### src/rtl/linear_interp_audio_resampler_defines.svh
// Assertion macros shared by the resampler RTL.
// Expects clk and rst_n in the scope where a macro is used.
`ifndef LINEAR_INTERP_AUDIO_RESAMPLER_DEFINES_SVH
`define LINEAR_INTERP_AUDIO_RESAMPLER_DEFINES_SVH

// Same-cycle implication, ignored while reset is held.
`define LIR_ASSERT_IMP(name, ante, cons) \
  name: assert property (@(posedge clk) disable iff (!rst_n) (ante) |-> (cons)) \
    else $error("%m: assertion failed");

// Next-cycle implication, ignored while reset is held.
`define LIR_ASSERT_NXT(name, ante, cons) \
  name: assert property (@(posedge clk) disable iff (!rst_n) (ante) |=> (cons)) \
    else $error("%m: assertion failed");

`endif

### src/rtl/lir_pkg.sv
// Package for the linear-interpolation resampler: constants, codes and types.
// No dependencies; used by lir_lane and linear_interp_audio_resampler.
package lir_pkg;

  // Widths
  localparam int DATA_W              = 32;
  localparam int APB_ADDR_W          = 5;
  localparam int STEP_W              = 21;
  localparam int STEP_FRAC_BITS      = 16;
  localparam int PHASE_FRAC_BITS_DEF = 16;

  // Step register: reset value and floor
  localparam logic [STEP_W-1:0] STEP_RESET = STEP_W'(65536);
  localparam logic [STEP_W-1:0] STEP_MIN   = STEP_W'(4096);

  // Float32 exponent landmarks for Q8.24 conversion
  localparam logic [7:0] F_EXP_UNIT     = 8'd126;  // shift of zero
  localparam logic [7:0] F_EXP_SAT      = 8'd134;  // |x| >= 128 saturates
  localparam logic [7:0] F_EXP_FLUSH    = 8'd102;  // below this, all bits shift out
  localparam logic [7:0] F_EXP_BIAS_OUT = 8'd103;  // MSB position to biased exponent
  localparam logic [4:0] DEC_MAX_SHIFT  = 5'd24;

  // Q8.24 full scale
  localparam logic [DATA_W-1:0] Q_ONE   = 32'h0100_0000;
  localparam logic [DATA_W-1:0] Q_POS_SAT = 32'h7FFF_FFFF;
  localparam logic [DATA_W-1:0] Q_NEG_SAT = 32'h8000_0000;

  // Source sample coding
  typedef enum logic [1:0] {
    FMT_INT16 = 2'd0,
    FMT_INT24 = 2'd1,
    FMT_INT32 = 2'd2,
    FMT_F32   = 2'd3
  } lir_fmt_t;

  // Register indexes (word address)
  typedef enum logic [2:0] {
    REG_STEP    = 3'd0,
    REG_IN_FMT  = 3'd1,
    REG_SRC_ST  = 3'd2,
    REG_OUT_FLT = 3'd3,
    REG_DST_ST  = 3'd4
  } lir_reg_t;

  // Settings a channel lane needs
  typedef struct packed {
    lir_fmt_t input_format;
    logic     output_float;
  } lir_cfg_t;

  // Commands from the sequencer to the lanes
  typedef struct packed {
    logic dec;     // decode raw into the current sample
    logic emit;    // interpolate at frac and encode
    logic commit;  // current sample becomes previous
  } lir_cmd_t;

endpackage

### src/rtl/linear_interp_audio_resampler.sv
// Linear-interpolation sample-rate converter, one source frame per input word.
// Decode: direct for integer formats and float32 specials, serial align shift for other float32.
// Each output word: bit-serial multiply for int16 output, plus a serial normalize for
// float32 output, plus out stalls.
// One frame at a time; the next is taken in the cycle after its last word or its decode.
// Sync active-low reset: defaults, no previous frame, phase 0. Needs lir_pkg, lir_lane.
`include "linear_interp_audio_resampler_defines.svh"

module linear_interp_audio_resampler
  import lir_pkg::*;
#(
  parameter int PHASE_FRAC_BITS = PHASE_FRAC_BITS_DEF
) (
  input  logic                  clk,
  input  logic                  rst_n,
  // source frames
  input  logic                  in_valid,
  output logic                  in_ready,
  input  logic [DATA_W-1:0]     in_left_raw,
  input  logic [DATA_W-1:0]     in_right_raw,
  // output frames
  output logic                  out_valid,
  input  logic                  out_ready,
  output logic [DATA_W-1:0]     out_left_out,
  output logic [DATA_W-1:0]     out_right_out,
  output logic                  out_last_of_run,
  // register port
  input  logic                  psel,
  input  logic                  penable,
  input  logic                  pwrite,
  input  logic [APB_ADDR_W-1:0] paddr,
  input  logic [DATA_W-1:0]     pwdata,
  output logic [DATA_W-1:0]     prdata,
  output logic                  pready
);

  // phase holds up to 33.0 transiently, so six integer bits
  localparam int PH_W = PHASE_FRAC_BITS + 6;
  localparam logic [PH_W-1:0] PH_ONE = PH_W'(1) << PHASE_FRAC_BITS;

  typedef enum logic [3:0] {
    S_IDLE = 4'b0001,
    S_DEC  = 4'b0010,
    S_EMIT = 4'b0100,
    S_OUT  = 4'b1000
  } seq_st_t;

  seq_st_t           st_r, st_nxt;
  logic [PH_W-1:0]   phase_r, phase_nxt;
  logic              primed_r, primed_nxt;
  logic [STEP_W-1:0] step_r, step_nxt;
  lir_fmt_t          fmt_r, fmt_nxt;
  logic              src_st_r, src_st_nxt;
  logic              out_flt_r, out_flt_nxt;
  logic              dst_st_r, dst_st_nxt;
  logic              out_valid_r, out_valid_nxt;
  logic [DATA_W-1:0] out_left_r, out_left_nxt;
  logic [DATA_W-1:0] out_right_r, out_right_nxt;
  logic              out_last_r, out_last_nxt;

  lir_cmd_t          lane_cmd;
  lir_cfg_t          lane_cfg;
  logic              l_busy, r_busy;
  logic [DATA_W-1:0] l_res, r_res;
  logic [DATA_W-1:0] r_raw;
  logic              out_load;
  logic              cfg_wr;

  // Effective step in phase units
  logic [STEP_W-1:0] step_clamped;
  logic [PH_W-1:0]   step_ph;
  logic [PH_W-1:0]   phase_sum;
  logic              sum_ge_one;
  logic              phase_ge_one;

  assign step_clamped = (step_r < STEP_MIN) ? STEP_MIN : step_r;

  generate
    if (PHASE_FRAC_BITS >= STEP_FRAC_BITS) begin : g_step_up
      assign step_ph = PH_W'(step_clamped) << (PHASE_FRAC_BITS - STEP_FRAC_BITS);
    end else begin : g_step_dn
      assign step_ph = PH_W'(step_clamped >> (STEP_FRAC_BITS - PHASE_FRAC_BITS));
    end
  endgenerate

  assign phase_sum    = phase_r + step_ph;
  assign sum_ge_one   = (phase_sum[PH_W-1:PHASE_FRAC_BITS] != '0);
  assign phase_ge_one = (phase_r[PH_W-1:PHASE_FRAC_BITS] != '0);

  // Channel lanes; a mono source decodes the left word on both
  assign lane_cfg.input_format = fmt_r;
  assign lane_cfg.output_float = out_flt_r;
  assign r_raw = src_st_r ? in_right_raw : in_left_raw;

  lir_lane #(
    .PHASE_FRAC_BITS(PHASE_FRAC_BITS)
  ) u_lane_l (
    .clk   (clk),
    .rst_n (rst_n),
    .cfg   (lane_cfg),
    .cmd   (lane_cmd),
    .raw   (in_left_raw),
    .frac  (phase_nxt[PHASE_FRAC_BITS-1:0]),
    .busy  (l_busy),
    .res   (l_res)
  );

  lir_lane #(
    .PHASE_FRAC_BITS(PHASE_FRAC_BITS)
  ) u_lane_r (
    .clk   (clk),
    .rst_n (rst_n),
    .cfg   (lane_cfg),
    .cmd   (lane_cmd),
    .raw   (r_raw),
    .frac  (phase_nxt[PHASE_FRAC_BITS-1:0]),
    .busy  (r_busy),
    .res   (r_res)
  );

  // Frame sequencer and phase accumulator
  always_comb begin
    st_nxt          = st_r;
    phase_nxt       = phase_r;
    primed_nxt      = primed_r;
    lane_cmd        = '0;
    out_load        = 1'b0;
    in_ready        = 1'b0;
    case (st_r)
      S_IDLE: begin
        in_ready = 1'b1;
        if (in_valid) begin
          lane_cmd.dec = 1'b1;
          st_nxt       = S_DEC;
        end
      end
      S_DEC: begin
        if (!l_busy && !r_busy) begin
          if (!primed_r) begin
            // first frame only primes the history
            lane_cmd.commit = 1'b1;
            primed_nxt      = 1'b1;
            st_nxt          = S_IDLE;
          end else if (phase_ge_one) begin
            // no output position inside this interval
            phase_nxt       = phase_r - PH_ONE;
            lane_cmd.commit = 1'b1;
            st_nxt          = S_IDLE;
          end else begin
            lane_cmd.emit = 1'b1;
            st_nxt        = S_EMIT;
          end
        end
      end
      S_EMIT: begin
        if (!l_busy && !r_busy) begin
          st_nxt = S_OUT;
        end
      end
      S_OUT: begin
        if (!out_valid_r || out_ready) begin
          out_load = 1'b1;
          if (sum_ge_one) begin
            phase_nxt       = phase_sum - PH_ONE;
            lane_cmd.commit = 1'b1;
            st_nxt          = S_IDLE;
          end else begin
            phase_nxt     = phase_sum;
            lane_cmd.emit = 1'b1;
            st_nxt        = S_EMIT;
          end
        end
      end
      default: st_nxt = S_IDLE;
    endcase
  end

  // Output register
  always_comb begin
    out_valid_nxt = out_valid_r;
    out_left_nxt  = out_left_r;
    out_right_nxt = out_right_r;
    out_last_nxt  = out_last_r;
    if (out_load) begin
      out_valid_nxt = 1'b1;
      out_left_nxt  = l_res;
      out_right_nxt = dst_st_r ? r_res : '0;
      out_last_nxt  = sum_ge_one;
    end else if (out_ready) begin
      out_valid_nxt = 1'b0;
    end
  end

  // Register writes
  assign cfg_wr = psel & penable & pwrite;

  always_comb begin
    step_nxt    = step_r;
    fmt_nxt     = fmt_r;
    src_st_nxt  = src_st_r;
    out_flt_nxt = out_flt_r;
    dst_st_nxt  = dst_st_r;
    if (cfg_wr) begin
      case (paddr[4:2])
        REG_STEP:    step_nxt    = pwdata[STEP_W-1:0];
        REG_IN_FMT:  fmt_nxt     = lir_fmt_t'(pwdata[1:0]);
        REG_SRC_ST:  src_st_nxt  = pwdata[0];
        REG_OUT_FLT: out_flt_nxt = pwdata[0];
        REG_DST_ST:  dst_st_nxt  = pwdata[0];
        default: ;
      endcase
    end
  end

  // Register reads
  always_comb begin
    case (paddr[4:2])
      REG_STEP:    prdata = DATA_W'(step_r);
      REG_IN_FMT:  prdata = DATA_W'(fmt_r);
      REG_SRC_ST:  prdata = DATA_W'(src_st_r);
      REG_OUT_FLT: prdata = DATA_W'(out_flt_r);
      REG_DST_ST:  prdata = DATA_W'(dst_st_r);
      default:     prdata = '0;
    endcase
  end

  assign pready = 1'b1;

  // Control state and registers
  always_ff @(posedge clk) begin
    if (!rst_n) begin
      st_r        <= S_IDLE;
      phase_r     <= '0;
      primed_r    <= 1'b0;
      step_r      <= STEP_RESET;
      fmt_r       <= FMT_F32;
      src_st_r    <= 1'b1;
      out_flt_r   <= 1'b1;
      dst_st_r    <= 1'b1;
      out_valid_r <= 1'b0;
    end else begin
      st_r        <= st_nxt;
      phase_r     <= phase_nxt;
      primed_r    <= primed_nxt;
      step_r      <= step_nxt;
      fmt_r       <= fmt_nxt;
      src_st_r    <= src_st_nxt;
      out_flt_r   <= out_flt_nxt;
      dst_st_r    <= dst_st_nxt;
      out_valid_r <= out_valid_nxt;
    end
  end

  // Output payload
  always_ff @(posedge clk) begin
    out_left_r  <= out_left_nxt;
    out_right_r <= out_right_nxt;
    out_last_r  <= out_last_nxt;
  end

  assign out_valid       = out_valid_r;
  assign out_left_out    = out_left_r;
  assign out_right_out   = out_right_r;
  assign out_last_of_run = out_last_r;

  // Checks
  `LIR_ASSERT_IMP(a_cmd_lanes_idle, (lane_cmd.dec || lane_cmd.emit), (!l_busy && !r_busy))
  `LIR_ASSERT_IMP(a_out_no_overwrite, out_load, (!out_valid_r || out_ready))
  `LIR_ASSERT_IMP(a_emit_frac_only, lane_cmd.emit, (phase_nxt[PH_W-1:PHASE_FRAC_BITS] == '0))
  `LIR_ASSERT_NXT(a_phase_bound, 1'b1, (phase_r[PH_W-1] == 1'b0))

endmodule

### src/rtl/lir_lane.sv
// One channel of the resampler: serial decode of float32 input, bit-serial interpolation
// multiply and serial normalize for float encoding. Depends on lir_pkg.
module lir_lane
  import lir_pkg::*;
#(
  parameter int PHASE_FRAC_BITS = PHASE_FRAC_BITS_DEF
) (
  input  logic                       clk,
  input  logic                       rst_n,
  input  lir_cfg_t                   cfg,
  input  lir_cmd_t                   cmd,
  input  logic [DATA_W-1:0]          raw,
  input  logic [PHASE_FRAC_BITS-1:0] frac,
  output logic                       busy,
  output logic [DATA_W-1:0]          res
);

  localparam int MCNT_W = $clog2(PHASE_FRAC_BITS + 1);

  typedef enum logic [7:0] {
    L_IDLE = 8'b0000_0001,
    L_DEC  = 8'b0000_0010,
    L_MUL  = 8'b0000_0100,
    L_ADD  = 8'b0000_1000,
    L_ABS  = 8'b0001_0000,
    L_SCL  = 8'b0010_0000,
    L_NORM = 8'b0100_0000,
    L_PACK = 8'b1000_0000
  } lane_st_t;

  lane_st_t                   st_r, st_nxt;
  logic [DATA_W-1:0]          cur_r, cur_nxt;
  logic [DATA_W-1:0]          prev_r, prev_nxt;
  logic [DATA_W-1:0]          sh_r, sh_nxt;      // shared shift register
  logic [4:0]                 cnt_r, cnt_nxt;    // decode / normalize count
  logic                       left_r, left_nxt;
  logic                       neg_r, neg_nxt;
  logic [DATA_W:0]            d_r, d_nxt;        // cur - prev, 33 bits signed
  logic [DATA_W:0]            acc_r, acc_nxt;
  logic [PHASE_FRAC_BITS-1:0] frac_r, frac_nxt;
  logic [MCNT_W-1:0]          mcnt_r, mcnt_nxt;
  logic [DATA_W-1:0]          res_r, res_nxt;

  // Float input fields
  logic        f_sign;
  logic [7:0]  f_exp;
  logic [22:0] f_man;
  assign f_sign = raw[31];
  assign f_exp  = raw[30:23];
  assign f_man  = raw[22:0];

  // Multiply step: add d when the frac bit is set, then arithmetic shift
  logic [DATA_W:0]   addend;
  logic [DATA_W+1:0] sum34;
  assign addend = frac_r[0] ? d_r : '0;
  assign sum34  = {acc_r[DATA_W], acc_r} + {addend[DATA_W], addend};

  // Int16 scale: min(|y|, 1.0) * 32767 >> 24
  logic [24:0] magc;
  logic [39:0] prod;
  assign magc = (sh_r > Q_ONE) ? Q_ONE[24:0] : sh_r[24:0];
  assign prod = {magc, 15'd0} - {15'd0, magc};

  // Float pack: round to nearest even on the normalized word
  logic        rnd;
  logic [24:0] mant25;
  logic [7:0]  exp_out;
  assign rnd     = sh_r[7] & ((|sh_r[6:0]) | sh_r[8]);
  assign mant25  = {1'b0, sh_r[31:8]} + 25'(rnd);
  assign exp_out = {3'd0, 5'd31 - cnt_r} + F_EXP_BIAS_OUT + {7'd0, mant25[24]};

  // Sequencer
  always_comb begin
    st_nxt   = st_r;
    cur_nxt  = cur_r;
    prev_nxt = prev_r;
    sh_nxt   = sh_r;
    cnt_nxt  = cnt_r;
    left_nxt = left_r;
    neg_nxt  = neg_r;
    d_nxt    = d_r;
    acc_nxt  = acc_r;
    frac_nxt = frac_r;
    mcnt_nxt = mcnt_r;
    res_nxt  = res_r;
    case (st_r)
      L_IDLE: begin
        if (cmd.commit) begin
          prev_nxt = cur_r;
        end
        if (cmd.emit) begin
          d_nxt    = {cur_r[DATA_W-1], cur_r} - {prev_r[DATA_W-1], prev_r};
          acc_nxt  = '0;
          frac_nxt = frac;
          mcnt_nxt = MCNT_W'(PHASE_FRAC_BITS);
          st_nxt   = L_MUL;
        end
        if (cmd.dec) begin
          case (cfg.input_format)
            FMT_INT16: cur_nxt = {{7{raw[15]}}, raw[15:0], 9'd0};
            FMT_INT24: cur_nxt = {{7{raw[23]}}, raw[23:0], 1'b0};
            FMT_INT32: cur_nxt = {{7{raw[31]}}, raw[31:7]};
            default: begin
              // float32: NaN and subnormals read as zero
              if (f_exp == 8'd0 || (f_exp == 8'hFF && f_man != '0)) begin
                cur_nxt = '0;
              end else if (f_exp >= F_EXP_SAT) begin
                cur_nxt = f_sign ? Q_NEG_SAT : Q_POS_SAT;
              end else begin
                sh_nxt  = {8'd0, 1'b1, f_man};
                neg_nxt = f_sign;
                if (f_exp >= F_EXP_UNIT) begin
                  left_nxt = 1'b1;
                  cnt_nxt  = 5'(f_exp - F_EXP_UNIT);
                end else if (f_exp < F_EXP_FLUSH) begin
                  left_nxt = 1'b0;
                  cnt_nxt  = DEC_MAX_SHIFT;
                end else begin
                  left_nxt = 1'b0;
                  cnt_nxt  = 5'(F_EXP_UNIT - f_exp);
                end
                st_nxt = L_DEC;
              end
            end
          endcase
        end
      end
      // one bit of alignment shift per cycle
      L_DEC: begin
        if (cnt_r == '0) begin
          cur_nxt = neg_r ? (32'd0 - sh_r) : sh_r;
          st_nxt  = L_IDLE;
        end else begin
          sh_nxt  = left_r ? {sh_r[30:0], 1'b0} : {1'b0, sh_r[31:1]};
          cnt_nxt = cnt_r - 5'd1;
        end
      end
      // one frac bit per cycle, LSB first; shifted-out bits give floor
      L_MUL: begin
        acc_nxt  = sum34[DATA_W+1:1];
        frac_nxt = frac_r >> 1;
        mcnt_nxt = mcnt_r - MCNT_W'(1);
        if (mcnt_r == MCNT_W'(1)) begin
          st_nxt = L_ADD;
        end
      end
      L_ADD: begin
        sh_nxt = prev_r + acc_r[DATA_W-1:0];
        st_nxt = L_ABS;
      end
      // sign and magnitude
      L_ABS: begin
        neg_nxt = sh_r[31];
        sh_nxt  = sh_r[31] ? (32'd0 - sh_r) : sh_r;
        cnt_nxt = '0;
        if (!cfg.output_float) begin
          st_nxt = L_SCL;
        end else if (sh_r == '0) begin
          res_nxt = '0;
          st_nxt  = L_IDLE;
        end else begin
          st_nxt = L_NORM;
        end
      end
      L_SCL: begin
        sh_nxt = 32'(prod[39:24]);
        st_nxt = L_PACK;
      end
      // shift left until the leading one reaches the top
      L_NORM: begin
        if (sh_r[31]) begin
          st_nxt = L_PACK;
        end else begin
          sh_nxt  = {sh_r[30:0], 1'b0};
          cnt_nxt = cnt_r + 5'd1;
        end
      end
      L_PACK: begin
        if (cfg.output_float) begin
          res_nxt = {neg_r, exp_out, mant25[22:0]};
        end else begin
          res_nxt = neg_r ? (32'd0 - sh_r) : sh_r;
        end
        st_nxt = L_IDLE;
      end
      default: st_nxt = L_IDLE;
    endcase
  end

  // Control state
  always_ff @(posedge clk) begin
    if (!rst_n) begin
      st_r <= L_IDLE;
    end else begin
      st_r <= st_nxt;
    end
  end

  // Datapath
  always_ff @(posedge clk) begin
    cur_r  <= cur_nxt;
    prev_r <= prev_nxt;
    sh_r   <= sh_nxt;
    cnt_r  <= cnt_nxt;
    left_r <= left_nxt;
    neg_r  <= neg_nxt;
    d_r    <= d_nxt;
    acc_r  <= acc_nxt;
    frac_r <= frac_nxt;
    mcnt_r <= mcnt_nxt;
    res_r  <= res_nxt;
  end

  assign busy = (st_r != L_IDLE);
  assign res  = res_r;

endmodule
### config.mk
export PLATFORM = sky130hd
export DESIGN_NAME = linear_interp_audio_resampler
export DESIGN_NICKNAME = d
export VERILOG_FILES = /design/src/rtl/lir_pkg.sv /design/src/rtl/linear_interp_audio_resampler.sv /design/src/rtl/lir_lane.sv
export VERILOG_INCLUDE_DIRS = /design/src /design/src/rtl
export SDC_FILE = /design/constraint.sdc
export NUM_CORES = 2
export LEC_CHECK = 0
export BUFFER_PORTS_ARGS = -buffer_cell sky130_fd_sc_hd__clkbuf_2
export CAP_MARGIN = 40
export CORE_ASPECT_RATIO = 1.2
export CORE_MARGIN = 8
export CORE_UTILIZATION = 50
export CTS_CLUSTER_DIAMETER = 150
export CTS_CLUSTER_SIZE = 8
export DETAILED_ROUTE_END_ITERATION = 12
export PLACE_DENSITY = 0.67
export SETUP_SLACK_MARGIN = 0.3
export SLEW_MARGIN = 40
export SYNTH_ARGS = -nofsm -noshare
export SYNTH_HDL_FRONTEND = slang
export SYNTH_HIERARCHICAL = 1
export SYNTH_SLANG_ARGS = --single-unit
export TNS_END_PERCENT = 50
### constraint.sdc
create_clock -name clk -period 9.7 [get_ports clk]
set_input_delay 0.485 -clock clk [delete_from_list [all_inputs] [get_ports clk]]
set_output_delay 0.485 -clock clk [all_outputs]
set_load 0.02 [all_outputs]
==> results_dict.tcl <==
set metrics [dict create \
    status "finished clean" \
    crit_buf_inv 1 \
    synthFlopType "edfxtp_1" \
    fp.dieArea_mm2 0.09352 \
    grt_overflow 0 \
    insertion_delay_ns 0.64 \
    fin_nets 4929 \
    rsz0062_at_grt "false" \
    grt_max_degree 67 \
    area_growth_pct 9.454 \
    syn_area_mm2 0.04198 \
    dp.cells 5584 \
    stdcell_count 5715 \
    synth_top_area_share_pct 36.41 \
    ys_ff_latch 579 \
    dr_wl_met3_um 11100 \
    ys_seq_area_share_pct 39.75 \
    dieHeight_um 333.4 \
    place_hpwl_um 99580 \
    fin_worst_skew_ns 0.02892 \
    via_count 35770 \
    critPathCaptureType "register" \
    h-tree-depth 3 \
    num_rows 116 \
    grt_pass1_wl_um 203200 \
    report.final.slew_viol_count 0 \
    maxSlewHeadroom_pct 42.76 \
    worst-path-stages 18 \
    top_layer_used "met5" \
    timing.rr.end "u_lane_r/sh_r[11]" \
    worst_setup_path_start_kind "register" \
    synth.area.top_cells "edfxtp_1 36%, ha_1 7.8%, xnor2_1 3.8%, nand2_1 3.7%, nor2_1 3.5%" \
    hold_buffers 0 \
    drt-met1-wl_um 51030 \
    antenna_found_initial 5 \
    cts_tree "yes" \
    ys_async_sr_fraction_pct 0 \
    port_buffers 182 \
    rr_worst_depth 18 \
    routed_wl_um 134100 \
    postSynthCellCount 4472 \
    root_buffer "clkbuf_16" \
    r2r_start "u_lane_r/sh_r[0]" \
    crit_path_top_delay_cell "or4b_4" \
    crit_chain "inv_1 -> ha_1 -> or4b_4 -> nor3_1 -> nand4b_1 -> nand2_2 -> nand2_1 -> ha_1 -> a21o_1 -> a21o_1 -> a21o_1 -> nor2b_1 -> a221o_1 -> a221o_1 -> nand2b_4 -> xor2_1 -> a221oi_2 -> nor2_1" \
    drt-wirelength-per-cell_um 23.46 \
    cts_resized 0 \
    initial_core_util_pct 50.39 \
    yosysMostFrequentCell "edfxtp_1" \
    syn_avg_cell_area_um2 9.387 \
    clockBufferDepth 3 \
    required_ns 10.08 \
    tightest_slew_ns 0.8478 \
    synth_top_area_cell "edfxtp_1" \
    cap_violations 0 \
    cp_top_family "simple AND/OR/NAND/NOR gates" \
    core-area_mm2 0.08331 \
    dr.pass1.iters 7 \
    ios 208 \
    grt_pass1_vias 34270 \
    hold_viol 0 \
    fin_crit_ns 5.410 \
    routed_via_density 6.259 \
    regArea_mm2 0.01669 \
    fin_util_pct 55.15 \
    setup-tns-final_ns 0 \
    synth_cell_types 123 \
    fill_cells 7554 \
    cts_sinks 579 \
    cellLeakagePower_nw 17.87 \
    crit_arrival_ns 5.79 \
    synth_warnings 6 \
    crit_start "u_lane_r/sh_r[0]" \
    globalplace.congestion 1.012 \
    clock.fmax_mhz 184.8 \
    hold_ws_ns 0.07801 \
    cp_common_cell "a21o_1" \
    wl_met2_um 62140 \
    chipWidth_um 280.5 \
    detail-route-antenna-nets 0 \
    cts_setup_buffers 0 \
    finalPower_w 0.006689 \
    r2r_slack_ns 4.29 \
    synth-edff-count 509 \
    cts_made_buffers 82 \
    path_clk_slew_ns 0.05 \
    slowest_delay_ns 0.53 \
    ir_drop_mv 0.1215 \
    power_density_mw_per_mm2 145.6 \
    first_iter_violations 3623 \
    drive_gt1_share_pct 10.60 \
    yosys-top-cells-count "509 x edfxtp_1, 419 x nand2_1, 391 x nor2_1, 285 x a21oi_1, 262 x ha_1" \
    hold_path.class "input pin to register" \
    path_max_fanout 27 \
    drc_errors 0 \
    multi_input_area_mm2 0.02352 \
    critPathKind "register to register" \
    groute.usage.overall_pct 27.63 \
    setup_viol 0 \
    endpoint "u_lane_r/sh_r[11]" \
    period_share_pct 55.78 \
]
==> worst register-to-register path: stages, from the launching register on <==
cell      delay [ns]
edfxtp_1        0.51
inv_1           0.21
ha_1            0.25
or4b_4          0.53
nor3_1          0.39
nand4b_1        0.30
nand2_2         0.47
nand2_1         0.16
ha_1            0.37
a21o_1          0.21
a21o_1          0.17
a21o_1          0.18
nor2b_1         0.15
a221o_1         0.32
a221o_1         0.34
nand2b_4        0.16
xor2_1          0.17
a221oi_2        0.22
nor2_1          0.06
==> sequential cells by signal, summed over array words and instances, names as in the netlist, 8 cells and up <==
| name | cells |
|---|---|
| out_left_out | 32 |
| out_right_out | 32 |
| phase_r | 22 |
| step_r | 21 |
| u_lane_l/acc_r | 33 |
| u_lane_l/cur_r | 32 |
| u_lane_l/d_r | 33 |
| u_lane_l/frac_r | 16 |
| u_lane_l/prev_r | 32 |
| u_lane_l/res | 32 |
| u_lane_l/sh_r | 32 |
| u_lane_l/st_r | 8 |
| u_lane_r/acc_r | 33 |
| u_lane_r/cur_r | 32 |
| u_lane_r/d_r | 33 |
| u_lane_r/frac_r | 16 |
| u_lane_r/prev_r | 32 |
| u_lane_r/res | 32 |
| u_lane_r/sh_r | 32 |
| u_lane_r/st_r | 8 |
==> logic make-up (layout without fill, tap and decap cells) <==
logic type                 Yosys count  count (layout)  synth area share [%]
DFF                                579             579                 39.75
muxes                              105             105                 2.656
other                                2              13               0.01789
buffers and inverters              432             543                 4.626
adders and majority gates          271             271                 8.238
xor gates and xnor gates           332             332                 6.927
and+or+nand+nor                   1543            1543                 18.24
AOI/OAI and AO/OA                 1208            1208                 19.55
==> power by group <==
| group | internal (W) | total (W) | switching (W) |
|---|---|---|---|
| clock network | 0.00157 | 0.00266 | 0.00109 |
| logic | 0.000348 | 0.000985 | 0.000636 |
| registers | 0.00283 | 0.00304 | 0.000212 |
| total | 0.00475 | 0.00669 | 0.00194 |
==> area by class of cell <==
class / instances / area share, %
sequential: 579 / 36.33
tap: 1121 / 3.053
multi-input combinational: 3471 / 51.20
timing repair buffer: 244 / 3.036
antenna: 1 / 0.005446
inverter: 172 / 1.408
clock buffer: 124 / 4.902
clock inverter: 3 / 0.07080
==> worst min path at each step <==
stage / start / to / slack [ns] / cells after the start
after floorplan: u_lane_l/res[0] / out_left_out[0] / 0.40 / 0
after global placement: u_lane_l/res[22] / out_left_out[22] / 0.40 / 0
after detailed placement: u_lane_l/res[15] / out_left_out[15] / 0.40 / 0
after CTS: pwdata[16] / step_r[16] / 0.03 / 3
after global routing: pwdata[16] / step_r[16] / 0.08 / 3
final: pwdata[16] / step_r[16] / 0.08 / 3
==> metal layers <==
metal | vias up | track usage [%]
met5 | - | 0
met4 | 6 | 17.53
met3 | 504 | 5.680
met2 | 1695 | 45.08
met1 | 16880 | 33.07
li1 | 16690 | -
==> through the flow <==
| stage | setup WS (ns) | cell area [µm²] |
|---|---|---|
| CTS | 4.133 | 45900 |
| global route | 3.916 | 45950 |
| global placement | 4.111 | 43560 |
| detailed placement | 4.151 | 43620 |
| floorplan | 2.050 | 42020 |
| finish | 4.290 | 45950 |
==> placed cells by master (no fill, tap or decap), drive strengths merged, types with 18 or more instances in the layout <==
| master | count |
|---|---|
| clkbuf | 306 |
| edfxtp | 509 |
| nand2b | 42 |
| nand3 | 98 |
| mux2 | 51 |
| a21o | 92 |
| o211ai | 36 |
| o21bai | 29 |
| xnor2 | 181 |
| and2 | 181 |
| buf | 62 |
| a31oi | 40 |
| nor2b | 54 |
| o21a | 50 |
| ha | 262 |
| a21oi | 290 |
| nor4 | 36 |
| a21boi | 35 |
| a221oi | 53 |
| o221ai | 34 |
| o311ai | 18 |
| nor2 | 392 |
| nor3 | 95 |
| dfxtp | 70 |
| nand4 | 37 |
| a2111oi | 41 |
| inv | 172 |
| a211oi | 84 |
| nand2 | 421 |
| or3 | 39 |
| and3 | 54 |
| o21ai | 243 |
| xor2 | 151 |
| mux2i | 54 |
Note: power is estimated with default switching activity, not from simulation.
